`config.mk`:
```
export PLATFORM = sky130hd
export DESIGN_NAME = button_tap_hold_repeat
export DESIGN_NICKNAME = d
export VERILOG_FILES = /design/src/rtl/core/btr_pkg.sv /design/src/rtl/core/btr_mem.sv /design/src/rtl/core/btr_upd.sv /design/src/rtl/core/button_tap_hold_repeat.sv
export SDC_FILE = /design/constraint.sdc
export NUM_CORES = 1
export LEC_CHECK = 0
export BUFFER_PORTS_ARGS = -buffer_cell sky130_fd_sc_hd__buf_2
export CORE_MARGIN = 8
export CORE_UTILIZATION = 30
export CTS_BUF_LIST = sky130_fd_sc_hd__clkbuf_16
export CTS_CLUSTER_DIAMETER = 60
export CTS_CLUSTER_SIZE = 12
export DETAILED_ROUTE_END_ITERATION = 8
export MAX_ROUTING_LAYER = met4
export PLACE_DENSITY = 0.47
export SKIP_CTS_REPAIR_TIMING = 1
export SYNTH_ARGS = -nofsm -noshare
export SYNTH_HDL_FRONTEND = slang
export SYNTH_SLANG_ARGS = --single-unit
```
`constraint.sdc`:
```
create_clock -name clk_i -period 10.4 [get_ports clk_i]
set_input_delay 1.56 -clock clk_i [delete_from_list [all_inputs] [get_ports clk_i]]
set_output_delay 1.56 -clock clk_i [all_outputs]
set_load 0.005 [all_outputs]
```
`src/rtl/core/btr_pkg.sv`:
```
// Package of shared types, codes and reset constants for the button tap/hold/repeat block.
`timescale 1ns / 1ps
package btr_pkg;

  // Number of buttons that carry a bit in the configuration masks.
  localparam int unsigned MaskBits = 5;

  // Result event codes.
  typedef enum logic [1:0] {
    EvNone   = 2'd0,
    EvTap    = 2'd1,
    EvLong   = 2'd2,
    EvRepeat = 2'd3
  } event_e;

  // Configuration register indexes.
  localparam logic [2:0] RegPresentMask    = 3'd0;
  localparam logic [2:0] RegLongEnableMask = 3'd1;
  localparam logic [2:0] RegRepeatMask     = 3'd2;
  localparam logic [2:0] RegPlainLongMs    = 3'd3;
  localparam logic [2:0] RegRepeatHoldMs   = 3'd4;
  localparam logic [2:0] RegRepeatPeriodMs = 3'd5;

  // Configuration reset values.
  localparam logic [4:0]  PresentMaskRst    = 5'd31;
  localparam logic [4:0]  LongEnableMaskRst = 5'd29;
  localparam logic [4:0]  RepeatMaskRst     = 5'd28;
  localparam logic [15:0] PlainLongMsRst    = 16'd5000;
  localparam logic [15:0] RepeatHoldMsRst   = 16'd1000;
  localparam logic [15:0] RepeatPeriodMsRst = 16'd400;

  typedef struct packed {
    logic [2:0]  button;
    logic        level;
    logic        confirm_level;
    logic [31:0] now_ms;
    logic        display_sleeping;
  } in_t;

  typedef struct packed {
    logic [2:0] button_id;
    logic [1:0] event_res;
    logic       user_activity;
  } out_t;

  typedef struct packed {
    logic [4:0]  present_mask;
    logic [4:0]  long_enable_mask;
    logic [4:0]  repeat_mask;
    logic [15:0] plain_long_ms;
    logic [15:0] repeat_hold_ms;
    logic [15:0] repeat_period_ms;
  } cfg_t;

  // Per-button state record as kept in the state memory.
  typedef struct packed {
    logic        prev_level;
    logic [31:0] press_time;
    logic [31:0] long_time;
    logic        long_done;
    logic        wake_press;
  } rec_t;

  // Record value of a button that was never written: released, all else zero.
  localparam rec_t RecRst = '{prev_level: 1'b1, press_time: 32'd0, long_time: 32'd0,
                              long_done: 1'b0, wake_press: 1'b0};

  function automatic logic mask_bit(input logic [4:0] mask, input logic [2:0] idx);
    logic hit;
    hit = 1'b0;
    if (idx < 3'(MaskBits)) begin
      hit = mask[idx];
    end
    return hit;
  endfunction

endpackage

```
`src/rtl/core/btr_mem.sv`:
```
// Per-button state memory with registered read, valid bits and write-to-read forwarding.
`timescale 1ns / 1ps
module btr_mem import btr_pkg::*; #(
  parameter int unsigned Depth = 5,
  parameter int unsigned AddrW = 3
) (
  input  logic             clk_i,
  input  logic             rst_ni,
  input  logic             rd_en_i,
  input  logic [AddrW-1:0] rd_addr_i,
  output rec_t             rd_data_o,
  input  logic             wr_en_i,
  input  logic [AddrW-1:0] wr_addr_i,
  input  rec_t             wr_data_i
);

  rec_t             mem [Depth];
  rec_t             rd_q;
  rec_t             fwd_q;
  logic             fwd_hit_q;
  logic             rd_vld_q;
  logic [Depth-1:0] vld_q;

  always_ff @(posedge clk_i) begin
    if (wr_en_i) begin
      mem[wr_addr_i] <= wr_data_i;
    end
    if (rd_en_i) begin
      rd_q  <= mem[rd_addr_i];
      fwd_q <= wr_data_i;
    end
  end

  // A write and a read of the same entry at one edge return the old data,
  // so the written record is kept aside and chosen instead.
  always_ff @(posedge clk_i or negedge rst_ni) begin
    if (!rst_ni) begin
      vld_q     <= '0;
      fwd_hit_q <= 1'b0;
      rd_vld_q  <= 1'b0;
    end else begin
      if (wr_en_i) begin
        vld_q[wr_addr_i] <= 1'b1;
      end
      if (rd_en_i) begin
        fwd_hit_q <= wr_en_i && (wr_addr_i == rd_addr_i);
        rd_vld_q  <= vld_q[rd_addr_i];
      end
    end
  end

  assign rd_data_o = fwd_hit_q ? fwd_q : (rd_vld_q ? rd_q : RecRst);

endmodule

```
`src/rtl/core/btr_upd.sv`:
```
// Per-poll update logic: edge detection, tap, long and repeat decisions.
`timescale 1ns / 1ps
module btr_upd import btr_pkg::*; #(
  parameter int unsigned NumButtons = 5
) (
  input  in_t  item_i,
  input  rec_t rec_i,
  input  cfg_t cfg_i,
  output logic wr_en_o,
  output rec_t rec_o,
  output out_t res_o
);

  localparam logic [5:0] NumB = 6'(NumButtons);

  logic        active;
  logic        has_long;
  logic        rep;
  logic [31:0] thr;
  logic [31:0] held;
  logic [31:0] since_long;
  logic        held_long;
  event_e      ev;
  logic        act;

  always_comb begin
    active     = (6'(item_i.button) < NumB) && mask_bit(cfg_i.present_mask, item_i.button);
    has_long   = mask_bit(cfg_i.long_enable_mask, item_i.button);
    rep        = mask_bit(cfg_i.repeat_mask, item_i.button);
    thr        = {16'd0, rep ? cfg_i.repeat_hold_ms : cfg_i.plain_long_ms};
    held       = item_i.now_ms - rec_i.press_time;
    since_long = item_i.now_ms - rec_i.long_time;
    held_long  = held >= thr;
    ev         = EvNone;
    act        = 1'b0;
    rec_o      = rec_i;

    if (active) begin
      if (!item_i.level && rec_i.prev_level) begin
        // Press: only counts when the debounce sample confirms it.
        if (!item_i.confirm_level) begin
          rec_o.press_time = item_i.now_ms;
          rec_o.long_done  = 1'b0;
          rec_o.wake_press = rep && item_i.display_sleeping;
          rec_o.prev_level = 1'b0;
          act              = 1'b1;
        end
      end else if (item_i.level && !rec_i.prev_level) begin
        if (!rec_i.wake_press && !rec_i.long_done && (!has_long || !held_long)) begin
          ev = EvTap;
        end
        rec_o.prev_level = 1'b1;
        rec_o.wake_press = 1'b0;
      end else if (!item_i.level && !rec_i.prev_level && has_long && !rec_i.wake_press) begin
        if (!rec_i.long_done) begin
          if (held_long) begin
            rec_o.long_done = 1'b1;
            rec_o.long_time = item_i.now_ms;
            ev              = EvLong;
          end
        end else if (rep && (since_long >= {16'd0, cfg_i.repeat_period_ms})) begin
          rec_o.long_time = item_i.now_ms;
          ev              = EvRepeat;
          act             = 1'b1;
        end
      end
    end

    wr_en_o             = active;
    res_o.button_id     = item_i.button;
    res_o.event_res     = ev;
    res_o.user_activity = act;
  end

endmodule

```
`src/rtl/core/button_tap_hold_repeat.sv`:
```
// Top level of the button tap, long-press and auto-repeat detector.
// A poll accepted into stage one has its result registered in the output register when
// stage one moves on, and the result transaction completes once it is not stalled.
// Throughput: one poll per cycle, with forwarding between back-to-back polls of one
// button; only a stalled result holds stage one and with it the input.
// Reset: configuration returns to its defaults and all per-button valid bits clear.
`timescale 1ns / 1ps
module button_tap_hold_repeat import btr_pkg::*; #(
  parameter int unsigned NUM_BUTTONS = 5
) (
  input  logic        clk_i,
  input  logic        rst_ni,
  input  logic        in_valid_i,
  output logic        in_stall_o,
  input  in_t         in_data_i,
  output logic        out_valid_o,
  input  logic        out_stall_i,
  output out_t        out_data_o,
  input  logic        cfg_valid_i,
  output logic        cfg_ready_o,
  input  logic [2:0]  cfg_index_i,
  input  logic [15:0] cfg_data_i
);

  // After reset every button reads as released with zero times; there is no
  // clearing pass, the per-entry valid bits in the memory stand in for it.

  // Address width of the state memory; at least one bit.
  localparam int unsigned AddrW = (NUM_BUTTONS > 1) ? $clog2(NUM_BUTTONS) : 1;
  localparam logic [5:0]  NumB  = 6'(NUM_BUTTONS);

  cfg_t cfg_q;

  // Stage one holds the poll whose state record arrives from the memory.
  logic s1_vld_q;
  in_t  s1_item_q;

  // The output register parts the result side from the memory loop.
  logic out_vld_q;
  out_t out_q;

  logic in_accept;
  logic s1_hold;
  logic s1_adv;
  logic rd_en;
  rec_t rd_rec;
  rec_t upd_rec;
  logic upd_wr;
  out_t upd_res;

  // Configuration registers are always ready; a write to an unused index is
  // dropped.
  assign cfg_ready_o = 1'b1;

  always_ff @(posedge clk_i or negedge rst_ni) begin
    if (!rst_ni) begin
      cfg_q.present_mask     <= PresentMaskRst;
      cfg_q.long_enable_mask <= LongEnableMaskRst;
      cfg_q.repeat_mask      <= RepeatMaskRst;
      cfg_q.plain_long_ms    <= PlainLongMsRst;
      cfg_q.repeat_hold_ms   <= RepeatHoldMsRst;
      cfg_q.repeat_period_ms <= RepeatPeriodMsRst;
    end else if (cfg_valid_i) begin
      case (cfg_index_i)
        RegPresentMask:    cfg_q.present_mask     <= cfg_data_i[4:0];
        RegLongEnableMask: cfg_q.long_enable_mask <= cfg_data_i[4:0];
        RegRepeatMask:     cfg_q.repeat_mask      <= cfg_data_i[4:0];
        RegPlainLongMs:    cfg_q.plain_long_ms    <= cfg_data_i;
        RegRepeatHoldMs:   cfg_q.repeat_hold_ms   <= cfg_data_i;
        RegRepeatPeriodMs: cfg_q.repeat_period_ms <= cfg_data_i;
        default: begin
        end
      endcase
    end
  end

  // Stage one moves on unless the output register is full and stalled. A new
  // transaction enters whenever stage one is empty or moving on.
  assign s1_hold    = out_vld_q && out_stall_i;
  assign s1_adv     = s1_vld_q && !s1_hold;
  assign in_stall_o = s1_vld_q && s1_hold;
  assign in_accept  = in_valid_i && !in_stall_o;

  // Polls of a button beyond the memory depth never touch the memory.
  assign rd_en = in_accept && (6'(in_data_i.button) < NumB);

  btr_mem #(
    .Depth (NUM_BUTTONS),
    .AddrW (AddrW)
  ) u_mem (
    .clk_i     (clk_i),
    .rst_ni    (rst_ni),
    .rd_en_i   (rd_en),
    .rd_addr_i (AddrW'(in_data_i.button)),
    .rd_data_o (rd_rec),
    .wr_en_i   (s1_adv && upd_wr),
    .wr_addr_i (AddrW'(s1_item_q.button)),
    .wr_data_i (upd_rec)
  );

  btr_upd #(
    .NumButtons (NUM_BUTTONS)
  ) u_upd (
    .item_i  (s1_item_q),
    .rec_i   (rd_rec),
    .cfg_i   (cfg_q),
    .wr_en_o (upd_wr),
    .rec_o   (upd_rec),
    .res_o   (upd_res)
  );

  always_ff @(posedge clk_i or negedge rst_ni) begin
    if (!rst_ni) begin
      s1_vld_q  <= 1'b0;
      out_vld_q <= 1'b0;
    end else begin
      if (in_accept) begin
        s1_vld_q <= 1'b1;
      end else if (s1_adv) begin
        s1_vld_q <= 1'b0;
      end
      if (s1_adv) begin
        out_vld_q <= 1'b1;
      end else if (!out_stall_i) begin
        out_vld_q <= 1'b0;
      end
    end
  end

  always_ff @(posedge clk_i) begin
    if (in_accept) begin
      s1_item_q <= in_data_i;
    end
    if (s1_adv) begin
      out_q <= upd_res;
    end
  end

  assign out_valid_o = out_vld_q;
  assign out_data_o  = out_q;

endmodule
```
==> run_results.csv, run 1 <==
group,metric,value,unit
placement,routabilityCongestion,0.866,
sta,hold_violations,0,
drt,drt_iter0_drc,1192,
finish,finalNonFillerCells,3304,
die,start_util,30.1,%
clock_network,cts_sinks,585,
finish,nNetsFinal,2151,
sta,setup_tns,0,ns
sta,hold_slack,0.475,ns
worst_setup_path,r2r_setup_slack,2.39,ns
clock_network,htree_levels,2,
die,die_y,321,µm
pwr,ir_drop,0.000153,V
finish,syn_to_final_growth,12.9,%
synth,ys.flop_type,"edfxtp_1",
die,core,92900,µm²
sta,max_freq,0.125,GHz
outcome,status,"finished clean",
grt,grt_max_degree,89,
sta,slew_viol_final,0,
synth,synth_nets,2088,
sta,tightest_slew,1.10,ns
pwr,total_power,6.46,mW
drt,num_vias,17100,
die,die_w,321,µm
worst_setup_path,start_kind,"flip-flop",
sta,period_minus_slack,8.01,ns
pwr,leakage,11.2,nW
die,fp-row-count,112,
placement,port_buffers,69,
placement,hpwlAfterDp,53.6,mm
synth,ys_warn_count,0,
worst_setup_path,cp-end-kind,"flip-flop",
worst_setup_path,required,10.79,ns
finish,drive_gt1_share,21.9,%
grt,first_global_vias,17500,
drt,totalWireLength,79.9,mm
job,cap_violations,0,
grt,grtUsageTotal,15.6,%
worst_setup_path,worst-path-max-fanout,74,
drt,drtAntennaViolNets,0,
finish,final_core_util,34.0,%
clock_network,clock_path_buffers,3,
clock_network,clk_pin_slew,0.07,ns
die,dieArea,103000,µm²
grt,grt_pass1_wl,118,mm
synth,yosysUniqueCellTypes,95,
die,io_pins,71,
worst_setup_path,critPathKind,"reg -> reg",
clock_network,clockRootBuffer,"clkbuf_16",
synth,ys_seq_elements,585,
clock_network,clkLatencyLatePin,0.65,ns
grt,antenna_found_initial,4,
sta,setup_viol,0,
drt,wl_per_cell,24.2,µm
synth,synthesis.area,28000,µm²
sta,clock_skew,0.0373,ns
min_path,min_path_type,"reg -> reg",
drt,drcViolationCount,0,
clock_network,cts_buffers,61,
synth,ys_seq_area_share,61.7,%
drt,vias_per_cell,5.17,
sta,min_period_over_period,77.1,%
grt,grt-ovfl-total,0,
drt,firstDrtPassIters,5,
clock_network,cts_tree,"done",
synth,synthCells,1940,
sta,rsz0062_at_grt,"false",
worst_setup_path,crit_arrival,8.40,ns
sta,slew_headroom,25.4,%
synth,avgSynthCellArea,14.4,µm²
placement,dpl.cell_count,3194,
synth,synth_edf_count,513,
synth,synthArstFlopShare,12.3,%
pwr,power_density,205,nW/µm²
stage by stage:
| step | worst slack (ns) | cell area [µm²] |
|---|---|---|
| floorplan | 0.612 | 28000 |
| global placement | 2.69 | 29700 |
| detailed placement | 2.41 | 29700 |
| CTS | 2.39 | 31600 |
| global route | 1.69 | 31600 |
| finish | 2.39 | 31600 |
registers in the layout, summed over array words and instances, names as in the netlist:
name,count
u_mem.rd_vld_q,1
cfg_q,63
out_data_o,6
u_mem.fwd_q,67
u_mem.rd_q,67
s1_item_q,38
u_mem.fwd_hit_q,1
out_valid_o,1
u_mem.vld_q,5
u_mem.mem,335
s1_vld_q,1
cells by family after synthesis:
logic type | count (synthesis) | share of synthesized area (%)
XOR/XNOR | 54 | 1.69
flip-flops | 585 | 61.7
AND/OR/NAND/NOR | 390 | 7.31
buffers and inverters | 154 | 2.29
adder cells (fa/ha/maj) | 92 | 4.09
AO/OA/AOI/OAI | 406 | 9.91
other | 1 | 0.0134
multiplexers | 258 | 13.0
path summary, 6_finish.rpt:
path | startpoint | end | cells after the start
max | u_mem.fwd_hit_q | u_mem.mem[2][28] | 25
min | u_mem.vld_q[0] | u_mem.vld_q[0] | 1
max reg2reg | u_mem.fwd_hit_q | u_mem.mem[2][28] | 25
min reg2reg | u_mem.vld_q[0] | u_mem.vld_q[0] | 1
max in group asynchronous | rst_ni | u_mem.fwd_hit_q | 1
min in group asynchronous | rst_ni | cfg_q[37] | 1
metal layers:
layer	vias up	wire [µm]	GRT usage [%]	part of all wire, %
met3	108	4870	3.47	6.1
met4	0	1940	4.00	2.4
met2	420	36100	23.9	45
met5	-	0	-	0
met1	8810	37000	21.0	46
li1	7758	-	-	-
Yosys cell counts, drive strengths merged (14+ instances only):
cell type | count | area [µm²]
mux2 | 142 | 1630
nor2 | 83 | 312
inv | 60 | 225
nand3 | 28 | 145
o21ai | 54 | 270
xor2 | 21 | 184
dfstp | 26 | 683
and2 | 21 | 131
nand3b | 17 | 128
clkbuf | 60 | 225
a22oi | 56 | 434
nand4 | 23 | 144
a31oi | 14 | 87.6
a21oi | 116 | 584
ha | 85 | 1060
dfrtp | 46 | 1150
mux2i | 48 | 480
nor3 | 19 | 95.1
nand2b | 14 | 87.6
edfxtp | 513 | 15400
o21a | 18 | 135
a21o | 22 | 165
xnor2 | 33 | 289
nand2 | 106 | 398
buf | 34 | 189
mux4 | 68 | 1530
layout make-up:
cell class                 count  area (µm²)
fill                        8971       61300
sequential                   585       17200
multi-input combinational   1201       10100
tap                         1254        1570
clock buffer                  62        1550
timing repair buffer          94         547
clock inverter                45         293
inverter                      60         230
antenna                        3        7.51
cell usage in the layout, fill, tap and decap left out, drive strengths merged, types with 11 or more instances in the layout:
cell type,count
o211ai,12
o21a,18
a22oi,56
nand3,28
a211oi,13
mux2,142
nor4,11
o31ai,12
nand2,106
xor2,21
xnor2,33
a21oi,116
edfxtp,513
a31oi,14
and2,21
ha,85
a21o,22
dfrtp,46
nand4,23
buf,94
dfstp,26
o21ai,54
inv,98
nand3b,17
mux2i,48
and3,12
clkbuf,62
nor2,83
nand2b,14
mux4,68
nor3,19
worst max-delay path, cell delays in order, from the launching register on:
cell	delay (ns)
dfrtp_4	0.76
nor2b_4	0.72
a22o_1	0.25
ha_1	0.16
inv_1	0.07
ha_1	0.19
a31o_2	0.23
maj3_1	0.42
o2111ai_2	0.23
nand3_2	0.27
nand3_1	0.14
and2_1	0.15
xnor2_1	0.13
ha_1	0.28
a21oi_1	0.15
nand2_1	0.08
a221oi_1	0.26
o31ai_1	0.12
nor4_1	0.33
nand3_1	0.13
nor3_1	0.21
nand4_1	0.11
or4_4	0.57
a22oi_4	0.70
buf_4	0.59
mux2i_1	0.48
report_power, final:
part | switching, mW | leakage (nW) | total [mW] | internal [mW]
registers | 0.0877 | 5.60 | 2.91 | 2.82
logic | 0.951 | 4.58 | 1.50 | 0.549
clock network | 0.922 | 1.01 | 2.05 | 1.13
Power figures use the tool's default switching activity.
==> inputs of run 2 (changes only) <==
==> constraint.sdc (replaced) <==
create_clock -name clk_i -period 8.05 [get_ports clk_i]
set_input_delay 1.2075 -clock clk_i [delete_from_list [all_inputs] [get_ports clk_i]]
set_output_delay 1.2075 -clock clk_i [all_outputs]
set_load 0.005 [all_outputs]
==> run 2 against run 1 <==
Net effect:
- clock-buffer cell count grew 6
- sequential cell count unchanged
- first-iteration DRC count is 5.3% higher
- non-clock buffer count up 5
- sequential share of layout area decreased by 0.35 points
- worst hold slack worse by 0.0061 ns
==> run_results.csv, run 2 (synthesis results as in run 1) <==
group,metric,value,unit
worst_setup_path,crit_arrival,7.39,ns
clock_network,clkLatencyLatePin,0.62,ns
placement,preCtsSetupSlack,1.10,ns
clock_network,clk_pin_slew,0.06,ns
grt,grt_pass1_wl,119,mm
finish,syn_to_final_growth,13.6,%
drt,totalWireLength,80.7,mm
die,io_pins,71,
finish,top_regs,"u_mem.mem (335), u_mem.fwd_q (67), u_mem.rd_q (67)",
placement,port_buffers,69,
worst_setup_path,start_kind,"flip-flop",
sta,rsz0062_at_grt,"false",
finish,final_cell_mix,"513 x edfxtp_1, 134 x mux2_2, 115 x a21oi_1",
worst_setup_path,worst-path-max-fanout,32,
placement,dpl.cell_count,3199,
placement,routabilityCongestion,0.890,
grt,grt_max_degree,73,
drt,vias_per_cell,5.20,
sta,tightest_slew,1.21,ns
finish,layout_commonest_cell,"edfxtp_1",
sta,finalWorstSetupSlack,1.01,ns
sta,hold_violations,0,
finish,largest_reg_flops,335,
grt,antenna_found_initial,2,
die,dieArea,103000,µm²
sta,period_minus_slack,7.04,ns
sta,setup_viol,0,
pwr,leakage,11.2,nW
sta,slew_headroom,18.3,%
die,die_w,321,µm
clock_network,clock_path_buffers,3,
sta,min_period_over_period,87.4,%
drt,drcViolationCount,0,
sta,clock_skew,0.0178,ns
die,die_y,321,µm
outcome,status,"finished clean",
grt,grtUsageTotal,15.9,%
worst_setup_path,r2r-end,"u_mem.fwd_q[26]",
pwr,ir_drop,0.000158,V
worst_setup_path,r2r_cells,24,
job,cap_violations,0,
min_path,min_path_type,"reg -> reg",
clock_network,cts_sinks,585,
clock_network,cts_buffers,66,
die,core,92900,µm²
pwr,power_density,269,nW/µm²
drt,drt_iter0_drc,1255,
placement,hpwlAfterDp,54.3,mm
finish,regMostFlops,"u_mem.mem",
die,fp-row-count,112,
finish,drive_gt1_share,22.4,%
clock_network,clockRootBuffer,"clkbuf_16",
sta,max_freq,0.142,GHz
clock_network,cts_tree,"done",
min_path,min_path_cells,1,
clock_network,htree_levels,3,
grt,grt-ovfl-total,0,
finish,nNetsFinal,2161,
sta,slew_viol_final,0,
worst_setup_path,r2r_start,"u_mem.fwd_hit_q",
worst_setup_path,cp-end-kind,"flip-flop",
worst_setup_path,r2r_setup_slack,1.01,ns
drt,wl_per_cell,24.4,µm
grt,first_global_vias,17600,
worst_setup_path,required,8.41,ns
drt,firstDrtPassIters,5,
min_path,holdPathEnd,"u_mem.vld_q[1]",
die,start_util,30.1,%
drt,num_vias,17200,
finish,finalNonFillerCells,3304,
worst_setup_path,critPathKind,"reg -> reg",
drt,drtAntennaViolNets,0,
min_path,hold_start,"u_mem.vld_q[1]",
## run 2: changes by cell type in the layout (fill, tap and decap cells not counted), sizes merged
cell / delta
inv: -17
clkinv: +8
clkbuf: +6
buf: +5
diode: -2
## run 2: stage by stage
step | power [mW] | hold slack [ns] | cell area [µm²] | utilization, % | TNS [ns]
final | 8.56 | 0.469 | 31800 | 34.2 | 0
after global routing | 8.97 | 0.491 | 31800 | 34.2 | 0
after CTS | 8.66 | 0.472 | 31800 | 34.2 | 0
after detailed placement | 5.77 | 0.459 | 29800 | 32.0 | 0
after global placement | 5.75 | 0.448 | 29800 | 32.0 | 0
after floorplan | 5.11 | 0.424 | 28000 | - | -93.77
## run 2: area by class of cell
| type | instances | area, µm² |
|---|---|---|
| inverter | 60 | 230 |
| antenna | 1 | 2.50 |
| tap | 1254 | 1570 |
| clock buffer | 68 | 1700 |
| sequential | 585 | 17200 |
| multi-input combinational | 1201 | 10100 |
| fill | 8979 | 61100 |
| timing repair buffer | 99 | 597 |
| clock inverter | 36 | 292 |
## run 2: worst max-delay path by stage
stage,slack [ns],start,endpoint
final,1.01,u_mem.fwd_hit_q,u_mem.fwd_q[26]
after global routing,0.51,u_mem.fwd_hit_q,u_mem.fwd_q[26]
after CTS,1.08,u_mem.fwd_hit_q,u_mem.mem[4][17]
after detailed placement,1.10,u_mem.fwd_hit_q,u_mem.mem[0][20]
after global placement,1.30,u_mem.fwd_hit_q,u_mem.mem[2][19]
after floorplan,-0.78,out_stall_i,u_mem.vld_q[4]
## run 2: worst max-delay path, cell delays in order, from the launching register on
cell and delay (ns):
dfrtp_4 0.58, buf_4 0.30, a22oi_1 0.39, ha_1 0.30, a21oi_1 0.18, o21ai_1 0.19
a311oi_1 0.46, o21bai_1 0.11, a21oi_1 0.23, o21bai_1 0.09, a21oi_1 0.23, xnor2_1 0.19
ha_1 0.30, nand2_1 0.07, nor2_1 0.04, a211oi_1 0.33, nand2_1 0.12, nor4_1 0.31
nor2_1 0.13, a2111oi_0 0.46, nor4b_2 0.31, nand3_1 0.19, a22oi_4 0.25, buf_4 0.48
mux2i_1 0.50
## run 2: power by group
group,total [mW],switching [mW],leakage [nW],internal [mW]
Clock,2.84,1.24,1.03,1.60
Combinational,1.97,1.25,4.62,0.717
Sequential,3.75,0.106,5.60,3.64
## run 2: metal layers
layer | track usage (%) | part of all wire, % | vias up
li1 | - | - | 7756
met1 | 22.0 | 48 | 8873
met2 | 24.0 | 45 | 431
met3 | 2.83 | 4.9 | 105
met4 | 4.06 | 2.2 | 0
met5 | - | 0 | -
